$ cat config.mk
export PLATFORM = sky130hd
export DESIGN_NAME = imhd_ram
export DESIGN_NICKNAME = d
export VERILOG_FILES = /design/src/design/imhd_ram.sv
export SDC_FILE = /design/constraint.sdc
export NUM_CORES = 1
export LEC_CHECK = 0
export ABC_AREA = 1
export BUFFER_PORTS_ARGS = -buffer_cell sky130_fd_sc_hd__buf_4
export CAP_MARGIN = 10
export CORE_AREA = 5 5 110 112
export DETAILED_ROUTE_END_ITERATION = 10
export DIE_AREA = 0 0 115 117
export GPL_TIMING_DRIVEN = 0
export MAX_ROUTING_LAYER = met4
export PLACE_DENSITY = 0.74
export SKIP_LAST_GASP = 1
export SLEW_MARGIN = 20
export SYNTH_ARGS = -nofsm -noshare
export SYNTH_HDL_FRONTEND = slang
export SYNTH_SLANG_ARGS = --single-unit
$ cat constraint.sdc
create_clock -name clk_i -period 1.75 [get_ports clk_i]
set_clock_uncertainty 0.15 [all_clocks]
set_input_delay 0.2625 -clock clk_i [delete_from_list [all_inputs] [get_ports clk_i]]
set_output_delay 0.2625 -clock clk_i [all_outputs]
set_load 0.01 [all_outputs]
$ cat src/design/imhd_ram.sv
// ----------------------------------------------------------------------------
// imhd_ram: generic simple dual-port RAM
// One write port and one read port; read data is registered.
// ----------------------------------------------------------------------------
module imhd_ram #(
  parameter int unsigned Width = 8,
  parameter int unsigned Depth = 16,
  localparam int unsigned AddrW = (Depth > 1) ? $clog2(Depth) : 1
) (
  input  logic             clk_i,
  input  logic             we_i,
  input  logic [AddrW-1:0] waddr_i,
  input  logic [Width-1:0] wdata_i,
  input  logic [AddrW-1:0] raddr_i,
  output logic [Width-1:0] rdata_o
);

  logic [Width-1:0] mem_q [Depth];

  always_ff @(posedge clk_i) begin
    if (we_i) begin
      mem_q[waddr_i] <= wdata_i;
    end
    rdata_o <= mem_q[raddr_i];
  end

endmodule

# Word-level counts from Yosys, hierarchy flattened
# Memories as Yosys holds them, arrays and structs flattened. A register that Yosys moved wholly into a read port is not among the register bits.
# Cells that the tools add are included.
# classes
mux	2
# ops
op	count
1-bit two-way mux	2
# word_totals
reg_bits	0
ram_bits	128
input_bits	18
mem_count	1
# memory_table
name	depth	width	read_ports	rd_ports_with_merged_regs	wr	line_no	source
mem_q	16	8	1	1	1	18	logic [Width-1:0] mem_q [Depth];

# Logic depth before layout (Yosys ltp)
# Gate-level depths: netlist of the first run.
# depth
depth_word	2
depth_mapped	8

# Worst setup path after synthesis of the first run
# No wires, ideal clock.
# synth_timing
path_type	input-to-reg
from	in waddr_i[2]
to	mem mem_q[10][0] (enable)
arrival_time_ns	0.843
path_slack_ns	0.387
path_stages	2
path_buffers	0
cell_sequence	nand3b_1 -> nor2_1
# synth_lines
item	line_no	source
start: declaration	12	input logic [AddrW-1:0] waddr_i,
end: declaration	18	
# Straight into the memory's write port.

# Final worst setup path of the first run
# layout_timing
from	in waddr_i[3]
to	mem mem_q[6][3] (enable)
# Straight into the memory's write port.

==> results.py, run 1 <==
metrics = {
    "timing": {
        "max_freq_mhz": 626,
        "fin_ws_ns": 0.154,
        "worstMarginPinSlew_ns": 1.06,
        "min_period_ns": 1.60,
        "rsz0062_at_grt": "no",
        "hold_viol": 0,
        "timing.final.crit_share": 0.912,
        "final_max_slew_viol_count": 0,
        "finalSetupViolations": 0,
        "slew_headroom": 0.293,
        "fin_setup_tns_ns": 0,
    },
    "synth": {
        "synthMuxAreaShare": 0,
        "synth_cell_types": 12,
        "syn_inst": 551,
        "yosys.area_share.simple": 0.210,
        "syn_area_per_cell_um2": 10.5,
        "synth_compound_area_frac": 0,
        "synth_sequential_area_ratio": 0.694,
        "synthTopCellsByArea": "edfxtp_1 (67%), nand2_1 (11%), nand3_1 (8.4%)",
        "synth_top_family_by_area": "simple AND/OR/NAND/NOR gates",
        "syn_nets": 569,
        "yosysTopAreaCellShare": 0.667,
        "ys_ff_latch": 136,
        "yosysWarnings": 0,
        "synth_top_area_cell": "edfxtp_1",
        "syn_area_mm2": 0.00577,
        "synth_xor_area_frac": 0,
        "synth-adder-area-share": 0,
    },
    "pwr": {
        "leakagePower_nw": 2.89,
        "power_density_mw_per_mm2": 1120,
        "irDropWorstVdd_v": 0.000519,
    },
    "floorplan": {
        "core_mm2": 0.0111,
        "die_height_um": 117,
        "start_util": 0.518,
        "dieArea_mm2": 0.0135,
        "row_count": 39,
        "die_w_um": 115,
        "ios": 26,
    },
    "clocking": {
        "ctsResizeCount": 0,
        "clockRootBuffer": "clkbuf_16",
        "cts.sinks": 136,
        "post-cts-setup-buffers": 0,
        "clock_path_buffers": 2,
        "numCtsBuffers": 17,
        "hold_buffers": 0,
        "htreeDepth": 4,
        "cts_tree": "built",
        "clkTransAtPathRegs_ns": 0.06,
        "insertion_delay_ns": 0.41,
    },
    "worst_setup_path": {
        "critPathArrivalTime_ns": 1.48,
        "crit_path_end": "mem_q[6][3]",
        "reg2reg_from": "mem_q[2][2]",
        "cp-end-kind": "flip-flop",
        "timing_worst_setup_path_type": "in -> reg",
        "crit_slowest_cell": "nor2_1",
        "worst_setup_path_start_kind": "input port",
        "worst-path-stages": 3,
        "cpLargestDelayFamily": "simple AND/OR/NAND/NOR gates",
        "cp.required_ns": 1.63,
        "worst-r2r-setup-slack_ns": 0.59,
        "r2r-end": "rdata_o[2]",
        "crit_start": "waddr_i[3]",
        "reg2reg_depth": 6,
        "path_buf_inv": 1,
        "path_cells": "buf_4 -> nand3b_1 -> nor2_1",
        "crit_fanout": 8,
        "critPathMaxStageDelay_ns": 0.84,
    },
    "global_routing": {
        "globalRouteTotalUtil": 0.222,
        "antenna_found_initial": 0,
        "grt_pass1_vias": 3770,
        "grt_max_degree": 17,
        "grt_pass1_wl_um": 20900,
        "grt-ovfl-total": 0,
    },
    "job": {
        "max_cap_viol_count": 0,
    },
    "status": {
        "outcome": "finished, final reports clean",
    },
    "finish": {
        "antenna_cells": 0,
        "final_cells": 747,
        "drive_gt1_frac": 0.121,
        "final_nets": 610,
        "area_growth_pct": 15.4,
        "postLayoutCoreUtil": 0.598,
        "fillCellCount": 906,
    },
    "place": {
        "portBuffers": 22,
        "pre_cts_ws_ns": -0.260,
        "place_inst": 716,
        "gp_congestion": 0.956,
        "dp_hpwl_um": 8480,
    },
    "detailed_routing": {
        "dr_total_vias": 3853,
        "routedWlPerCell_um": 17.8,
        "first_pass_iters": 5,
        "final_antenna_net_count": 0,
        "drtIter0Drc": 378,
        "vias_per_cell": 5.16,
        "drc": 0,
        "drt-total-wl_um": 13300,
    },
    "min_path": {
        "hold_path_class": "in -> reg",
    },
}
-- placed cells by master, fill, tap and decap left out, drive strengths merged --
cell,Yosys,layout
buf,24,46
edfxtp,128,128
bufinv,0,2
nor2,17,17
nand2,173,173
nand3,97,97
clkinv,0,7
dfxtp,8,8
clkinvlp,0,2
clkbuf,0,20
nand3b,2,2
inv,102,102
-- metrics by stage --
step                      instance area (µm²)  power [mW]  hold slack [ns]
after global placement                   6110        4.20            0.441
after detailed placement                 6110        4.21            0.450
after CTS                                6660        7.47           0.0296
after global routing                     6660        7.68           0.0294
after floorplan                          5770        3.99            0.211
final                                    6660        7.47           0.0288
-- final cells by class --
class	count	area, µm²	area share
buffer	24	166	0.0250
clock buffer	20	437	0.0656
clock inverter	11	108	0.0162
inverter	102	383	0.0575
multi-input combinational	289	1210	0.182
sequential	136	4000	0.602
tap	143	179	0.0269
timing repair buffer	22	165	0.0248
-- registers in the layout (all words and copies together) (netlist names) --
| register | count |
|---|---|
| mem_q | 128 |
| rdata_o | 8 |
-- Yosys cell counts --
cell type,count
nand2_1,173
inv_1,100
buf_2,13
nor2_1,17
edfxtp_1,128
inv_2,2
dfxtp_1,8
nand3b_1,2
buf_4,4
buf_6,6
nand3_1,97
buf_1,1
-- worst min-delay path by stage --
stage	endpoint	slack, ns	startpoint	cells after the start
3_3_place_gp	mem_q[1][2]	0.44	wdata_i[2]	1
6_report	mem_q[3][2]	0.03	wdata_i[2]	1
5_1_grt	mem_q[0][2]	0.03	wdata_i[2]	1
3_5_place_dp	mem_q[1][2]	0.45	wdata_i[2]	1
2_1_floorplan	mem_q[0][0]	0.21	wdata_i[0]	0
4_1_cts	mem_q[1][2]	0.03	wdata_i[2]	1
-- kinds of logic (layout without fill, tap and decap cells) --
group                  Yosys count  in the layout
and+or+nand+nor                289            289
DFF                            136            136
buffers and inverters          126            179
-- power by group --
group | total [mW] | internal (mW) | leakage, nW | switching, mW
registers | 3.66 | 3.64 | 1.22 | 0.0203
logic | 0.493 | 0.160 | 1.41 | 0.332
clock network | 3.32 | 2.06 | 0.264 | 1.26
-- metal layers --
| metal | track usage | up-vias | part of all wire |
|---|---|---|---|
| met5 | - | - | 0 |
| met4 | 0.110 | 0 | 0.033 |
| met3 | 0.0483 | 32 | 0.081 |
| met2 | 0.327 | 182 | 0.47 |
| met1 | 0.295 | 1787 | 0.42 |
| li1 | - | 1852 | - |
Note: power is estimated with default switching activity, not from simulation.
==> inputs of run 2 (changes only) <==
Settings changed: BUFFER_PORTS_ARGS -buffer_cell sky130_fd_sc_hd__buf_4 to not set, DONT_BUFFER_PORTS set to 1, PLACE_DENSITY 0.74 to 0.72.
==> results.py, run 2 (same netlist as run 1, synthesis figures left out) <==
metrics = {
    "detailed_routing": {
        "dr_total_vias": 3961,
        "drtIter0Drc": 539,
        "drt-total-wl_um": 14000,
        "final_antenna_net_count": 0,
        "vias_per_cell": 5.37,
        "first_pass_iters": 7,
        "routedWlPerCell_um": 19.0,
        "drc": 0,
    },
    "min_path": {
        "holdPathEnd": "rdata_o[7]",
        "min_from": "raddr_i[3]",
        "hold_depth": 3,
        "hold_path_class": "in -> reg",
    },
    "clocking": {
        "post-cts-setup-buffers": 0,
        "clockRootBuffer": "clkbuf_16",
        "cts.sinks": 136,
        "htreeDepth": 4,
        "insertion_delay_ns": 0.42,
        "clkTransAtPathRegs_ns": 0.06,
        "numCtsBuffers": 17,
        "cts_tree": "built",
        "clock_path_buffers": 2,
    },
    "timing": {
        "timing.final.crit_share": 0.797,
        "min_period_ns": 1.40,
        "fin_ws_ns": 0.355,
        "finalSetupViolations": 0,
        "rsz0062_at_grt": "no",
        "final_max_slew_viol_count": 0,
        "hold_viol": 0,
        "max_freq_mhz": 717,
        "worstMarginPinSlew_ns": 1.03,
        "fin_setup_tns_ns": 0,
        "slew_headroom": 0.309,
    },
    "pwr": {
        "p_int_mw": 6.45,
        "share_comb_of_total_power": 0.054,
        "p_sw_frac": 0.209,
        "power_density_mw_per_mm2": 1220,
        "finalPower_mw": 8.16,
        "leakagePower_nw": 2.88,
        "seqPwrFrac": 0.451,
        "p_sw_mw": 1.71,
        "irDropWorstVdd_v": 0.000586,
        "p_clk_frac": 0.495,
    },
    "floorplan": {
        "dieArea_mm2": 0.0135,
        "start_util": 0.518,
        "ios": 26,
        "die_height_um": 117,
        "core_mm2": 0.0111,
        "row_count": 39,
        "die_w_um": 115,
    },
    "global_routing": {
        "grt_pass1_wl_um": 21300,
        "antenna_found_initial": 3,
        "grt-ovfl-total": 0,
        "grt_max_degree": 17,
        "globalRouteTotalUtil": 0.227,
        "grt_pass1_vias": 3754,
    },
    "place": {
        "gp_congestion": 0.921,
        "portBuffers": 0,
        "dp_hpwl_um": 8760,
        "pre_cts_ws_ns": -0.0417,
        "place_inst": 694,
    },
    "finish": {
        "largest_register": "mem_q",
        "multi_input_area_mm2": 0.00121,
        "final_cell_mix": "nand2_1 (173), edfxtp_1 (128), inv_1 (100), nand3_1 (97)",
        "postLayoutCoreUtil": 0.603,
        "regArea_mm2": 0.00400,
        "final_cells": 737,
        "fillCellCount": 879,
        "final_nets": 596,
        "final_common_cell": "nand2_1",
        "largest_reg_flops": 128,
        "drive_gt1_frac": 0.0964,
        "reg.largest.list": "mem_q (128), rdata_o (8)",
        "area_growth_pct": 16.3,
    },
    "worst_setup_path": {
        "worst-path-stages": 2,
        "reg2reg_from": "mem_q[3][7]",
        "reg2reg_depth": 6,
        "critPathMaxStageDelay_ns": 0.80,
        "crit_fanout": 8,
        "path_cells": "nand3b_1 -> nor2_1",
        "crit_slowest_cell": "nor2_1",
        "path_buf_inv": 0,
        "cp-end-kind": "flip-flop",
        "worst-r2r-setup-slack_ns": 0.55,
        "worst_setup_path_start_kind": "input port",
        "timing_worst_setup_path_type": "in -> reg",
        "cpLargestDelayFamily": "simple AND/OR/NAND/NOR gates",
        "r2r-end": "rdata_o[7]",
        "cp.required_ns": 1.63,
        "critPathArrivalTime_ns": 1.28,
    },
    "job": {
        "max_cap_viol_count": 0,
    },
    "status": {
        "outcome": "finished, final reports clean",
    },
}
-- run 2: changes by cell type in the layout (fill, tap and decap cells not counted) --
| cell | delta |
|---|---|
| inv_6 | +2 |
| clkbuf_1 | -3 |
| diode_2 | +3 |
| clkinv_4 | +3 |
| dlygate4sd3_1 | +8 |
| bufinv_16 | +4 |
| clkinv_1 | -2 |
| buf_4 | -22 |
| clkinv_2 | -3 |
-- run 2: final cells by class --
class | instances | area share
Antenna cell | 3 | 0.00112
Sequential cell | 136 | 0.597
Tap cell | 143 | 0.0267
Timing Repair Buffer | 8 | 0.0119
Buffer | 24 | 0.0248
Clock buffer | 17 | 0.0634
Inverter | 102 | 0.0571
Multi-Input combinational cell | 289 | 0.181
Clock inverter | 15 | 0.0371
-- run 2: power by group through the flow --
stage	sequential (mW)	combinational (mW)	clock, mW
after global routing	3.68	0.484	4.20
after CTS	3.68	0.436	4.06
after floorplan	3.74	0.257	0
after detailed placement	3.74	0.366	0
final	3.68	0.443	4.04
after global placement	3.74	0.358	0
-- run 2: stage by stage --
stage | area, µm² | hold slack (ns)
finish | 6710 | 0.123
global route | 6710 | 0.114
CTS | 6700 | 0.0968
detailed placement | 5950 | 0.212
global placement | 5950 | 0.213
floorplan | 5770 | 0.211
-- run 2: how the worst max path moves through the flow --
stage                     from           end  slack [ns]
floorplan           waddr_i[2]  mem_q[10][0]        0.39
global placement    waddr_i[3]   mem_q[7][7]       0.003
detailed placement  waddr_i[3]   mem_q[7][1]       -0.04
CTS                 wdata_i[7]   mem_q[1][7]        0.38
global route              we_i  mem_q[12][3]        0.30
finish              waddr_i[3]   mem_q[5][2]        0.35
-- run 2: routing by layer --
layer  up-vias  track usage  wire [µm]
li1       1834            -          -
met1      1844        0.299       5430
met2       260        0.346       6670
met3        23       0.0473       1590
met4         0       0.0970        337
met5         -            -          0
-- run 2: timing repair --
action | in CTS | in global routing
endpoints found under the hold margin | 128 | 0
resized for setup | 0 | 0
hold buffers | 8 | 0
==> inputs of run 3 (changes only) <==
Clock period 1.75 ns to 1.3 ns, I/O delays scaled along.
==> results.py, run 3 (same netlist as run 1, synthesis figures left out) <==
metrics = {
    "clocking": {
        "clkTransAtPathRegs_ns": 0.05,
        "clockRootBuffer": "clkbuf_16",
        "clock_path_buffers": 2,
        "insertion_delay_ns": 0.42,
        "numCtsBuffers": 17,
        "cts.sinks": 136,
        "cts_tree": "built",
        "htreeDepth": 4,
    },
    "timing": {
        "hold_viol": 0,
        "timing.final.crit_share": 1.01,
        "max_freq_mhz": 758,
        "finalSetupViolations": 22,
        "fin_ws_ns": -0.0188,
        "min_period_ns": 1.32,
        "final_max_slew_viol_count": 0,
        "fin_setup_tns_ns": -0.160,
        "worstMarginPinSlew_ns": 1.02,
        "rsz0062_at_grt": "yes",
        "slew_headroom": 0.321,
    },
    "worst_setup_path": {
        "critPathMaxStageDelay_ns": 0.80,
        "crit_fanout": 8,
        "r2r-end": "rdata_o[2]",
        "worst_setup_path_start_kind": "input port",
        "reg2reg_depth": 6,
        "critPathArrivalTime_ns": 1.21,
        "path_buf_inv": 0,
        "timing_worst_setup_path_type": "in -> reg",
        "cpLargestDelayFamily": "simple AND/OR/NAND/NOR gates",
        "cp.required_ns": 1.19,
        "worst-r2r-setup-slack_ns": 0.11,
        "crit_slowest_cell": "nor2_1",
        "path_cells": "nand3b_1 -> nor2_1",
        "reg2reg_from": "mem_q[0][2]",
        "cp-end-kind": "flip-flop",
    },
    "status": {
        "outcome": "finished, violations left",
        "violations": "negative setup slack",
    },
    "finish": {
        "final_common_cell": "nand2_1",
        "area_growth_pct": 16.4,
        "final_cell_mix": "nand2_1 (173), edfxtp_1 (128), inv_1 (100), nand3_1 (97), clkbuf_16 (17)",
        "largest_register": "mem_q",
        "final_nets": 596,
        "final_cells": 737,
        "drive_gt1_frac": 0.0981,
        "reg.largest.list": "mem_q (128), rdata_o (8)",
        "stdcell_area_mm2": 0.00671,
        "largest_reg_flops": 128,
    },
    "global_routing": {
        "grt_max_degree": 17,
        "antenna_found_initial": 3,
        "grt-ovfl-total": 0,
        "grt_pass1_wl_um": 21300,
        "grt_pass1_vias": 3754,
        "globalRouteTotalUtil": 0.227,
    },
    "place": {
        "gp_congestion": 0.921,
        "post_dp_cell_area_mm2": 0.00595,
        "pre_cts_ws_ns": -0.424,
        "dp_hpwl_um": 8760,
        "place_inst": 694,
        "portBuffers": 0,
    },
    "detailed_routing": {
        "met3WireLength_um": 1440,
        "drt-total-wl_um": 14100,
        "highest_layer": "met4",
        "vias_per_cell": 5.38,
        "met1Wirelength_um": 5600,
        "drtIter0Drc": 569,
        "final_antenna_net_count": 0,
        "route.met2.wl_um": 6710,
        "routedWlPerCell_um": 19.1,
        "drc": 0,
        "dr_total_vias": 3965,
        "first_pass_iters": 7,
    },
    "floorplan": {
        "ios": 26,
        "row_count": 39,
        "die_height_um": 117,
        "start_util": 0.518,
        "die_w_um": 115,
        "core_mm2": 0.0111,
        "dieArea_mm2": 0.0135,
    },
    "pwr": {
        "irDropWorstVdd_v": 0.000783,
        "leakagePower_nw": 2.89,
        "power_density_mw_per_mm2": 1640,
    },
    "job": {
        "max_cap_viol_count": 0,
    },
    "min_path": {
        "min_from": "raddr_i[3]",
        "hold_path_class": "in -> reg",
        "holdPathEnd": "rdata_o[7]",
        "hold_depth": 3,
    },
}
-- run 3: cell types whose count changed in the layout (fill, tap and decap cells not counted), sizes merged --
| cell | delta |
|---|---|
| dlymetal6s4s | +1 |
| dlygate4sd3 | -1 |
-- run 3: layout make-up --
class	count	area [µm²]
Tap cell	143	179
Antenna cell	3	7.51
Clock inverter	15	249
Clock buffer	17	425
Buffer	24	166
Sequential cell	136	4000
Timing Repair Buffer	8	82.6
Multi-Input combinational cell	289	1220
Inverter	102	383
Fill cell	881	4410
-- run 3: power breakdown --
part	switching (mW)	internal, mW	leakage (nW)	total [mW]
logic	0.427	0.172	1.34	0.598
clock network	1.84	3.61	0.324	5.45
registers	0.0425	4.91	1.22	4.95
-- run 3: layer usage --
metal / up-vias / GRT usage
li1: 1839 / -
met1: 1855 / 0.299
met5: - / -
met4: 0 / 0.0970
met3: 28 / 0.0473
met2: 243 / 0.346
-- run 3: repair_timing --
item / in CTS / in global routing
gates resized for setup: 0 / 2
setup endpoints to repair: 0 / 40
hold endpoints to repair: 128 / 0
hold buffers: 8 / 0
setup buffers: 0 / 0
-- run 3: worst max path at each step --
stage | depth (start not counted) | slack [ns] | from | endpoint
global route | 2 | -0.06 | waddr_i[3] | mem_q[5][6]
detailed placement | 2 | -0.42 | waddr_i[3] | mem_q[7][1]
finish | 2 | -0.02 | waddr_i[3] | mem_q[5][4]
CTS | 1 | 0.0008 | wdata_i[7] | mem_q[1][7]
floorplan | 2 | 0.004 | waddr_i[3] | mem_q[4][0]
global placement | 2 | -0.38 | waddr_i[3] | mem_q[7][7]
-- run 3: worst reg2reg max path, delay by kind of cell, from the launching register on --
| kind | cells | cell delay (ns) |
|---|---|---|
| DFF | 1 | 0.36 |
| buffers and inverters | 1 | 0.06 |
| and+or+nand+nor | 5 | 0.50 |
-- run 3: metrics by stage --
stage / utilization / hold slack, ns / power (mW)
after global placement: 0.534 / 0.145 / 5.52
after detailed placement: 0.534 / 0.145 / 5.53
after floorplan: - / 0.144 / 5.38
after global routing: 0.603 / 0.0467 / 11.3
final: 0.603 / 0.0538 / 11.0
after CTS: 0.602 / 0.0293 / 11.0
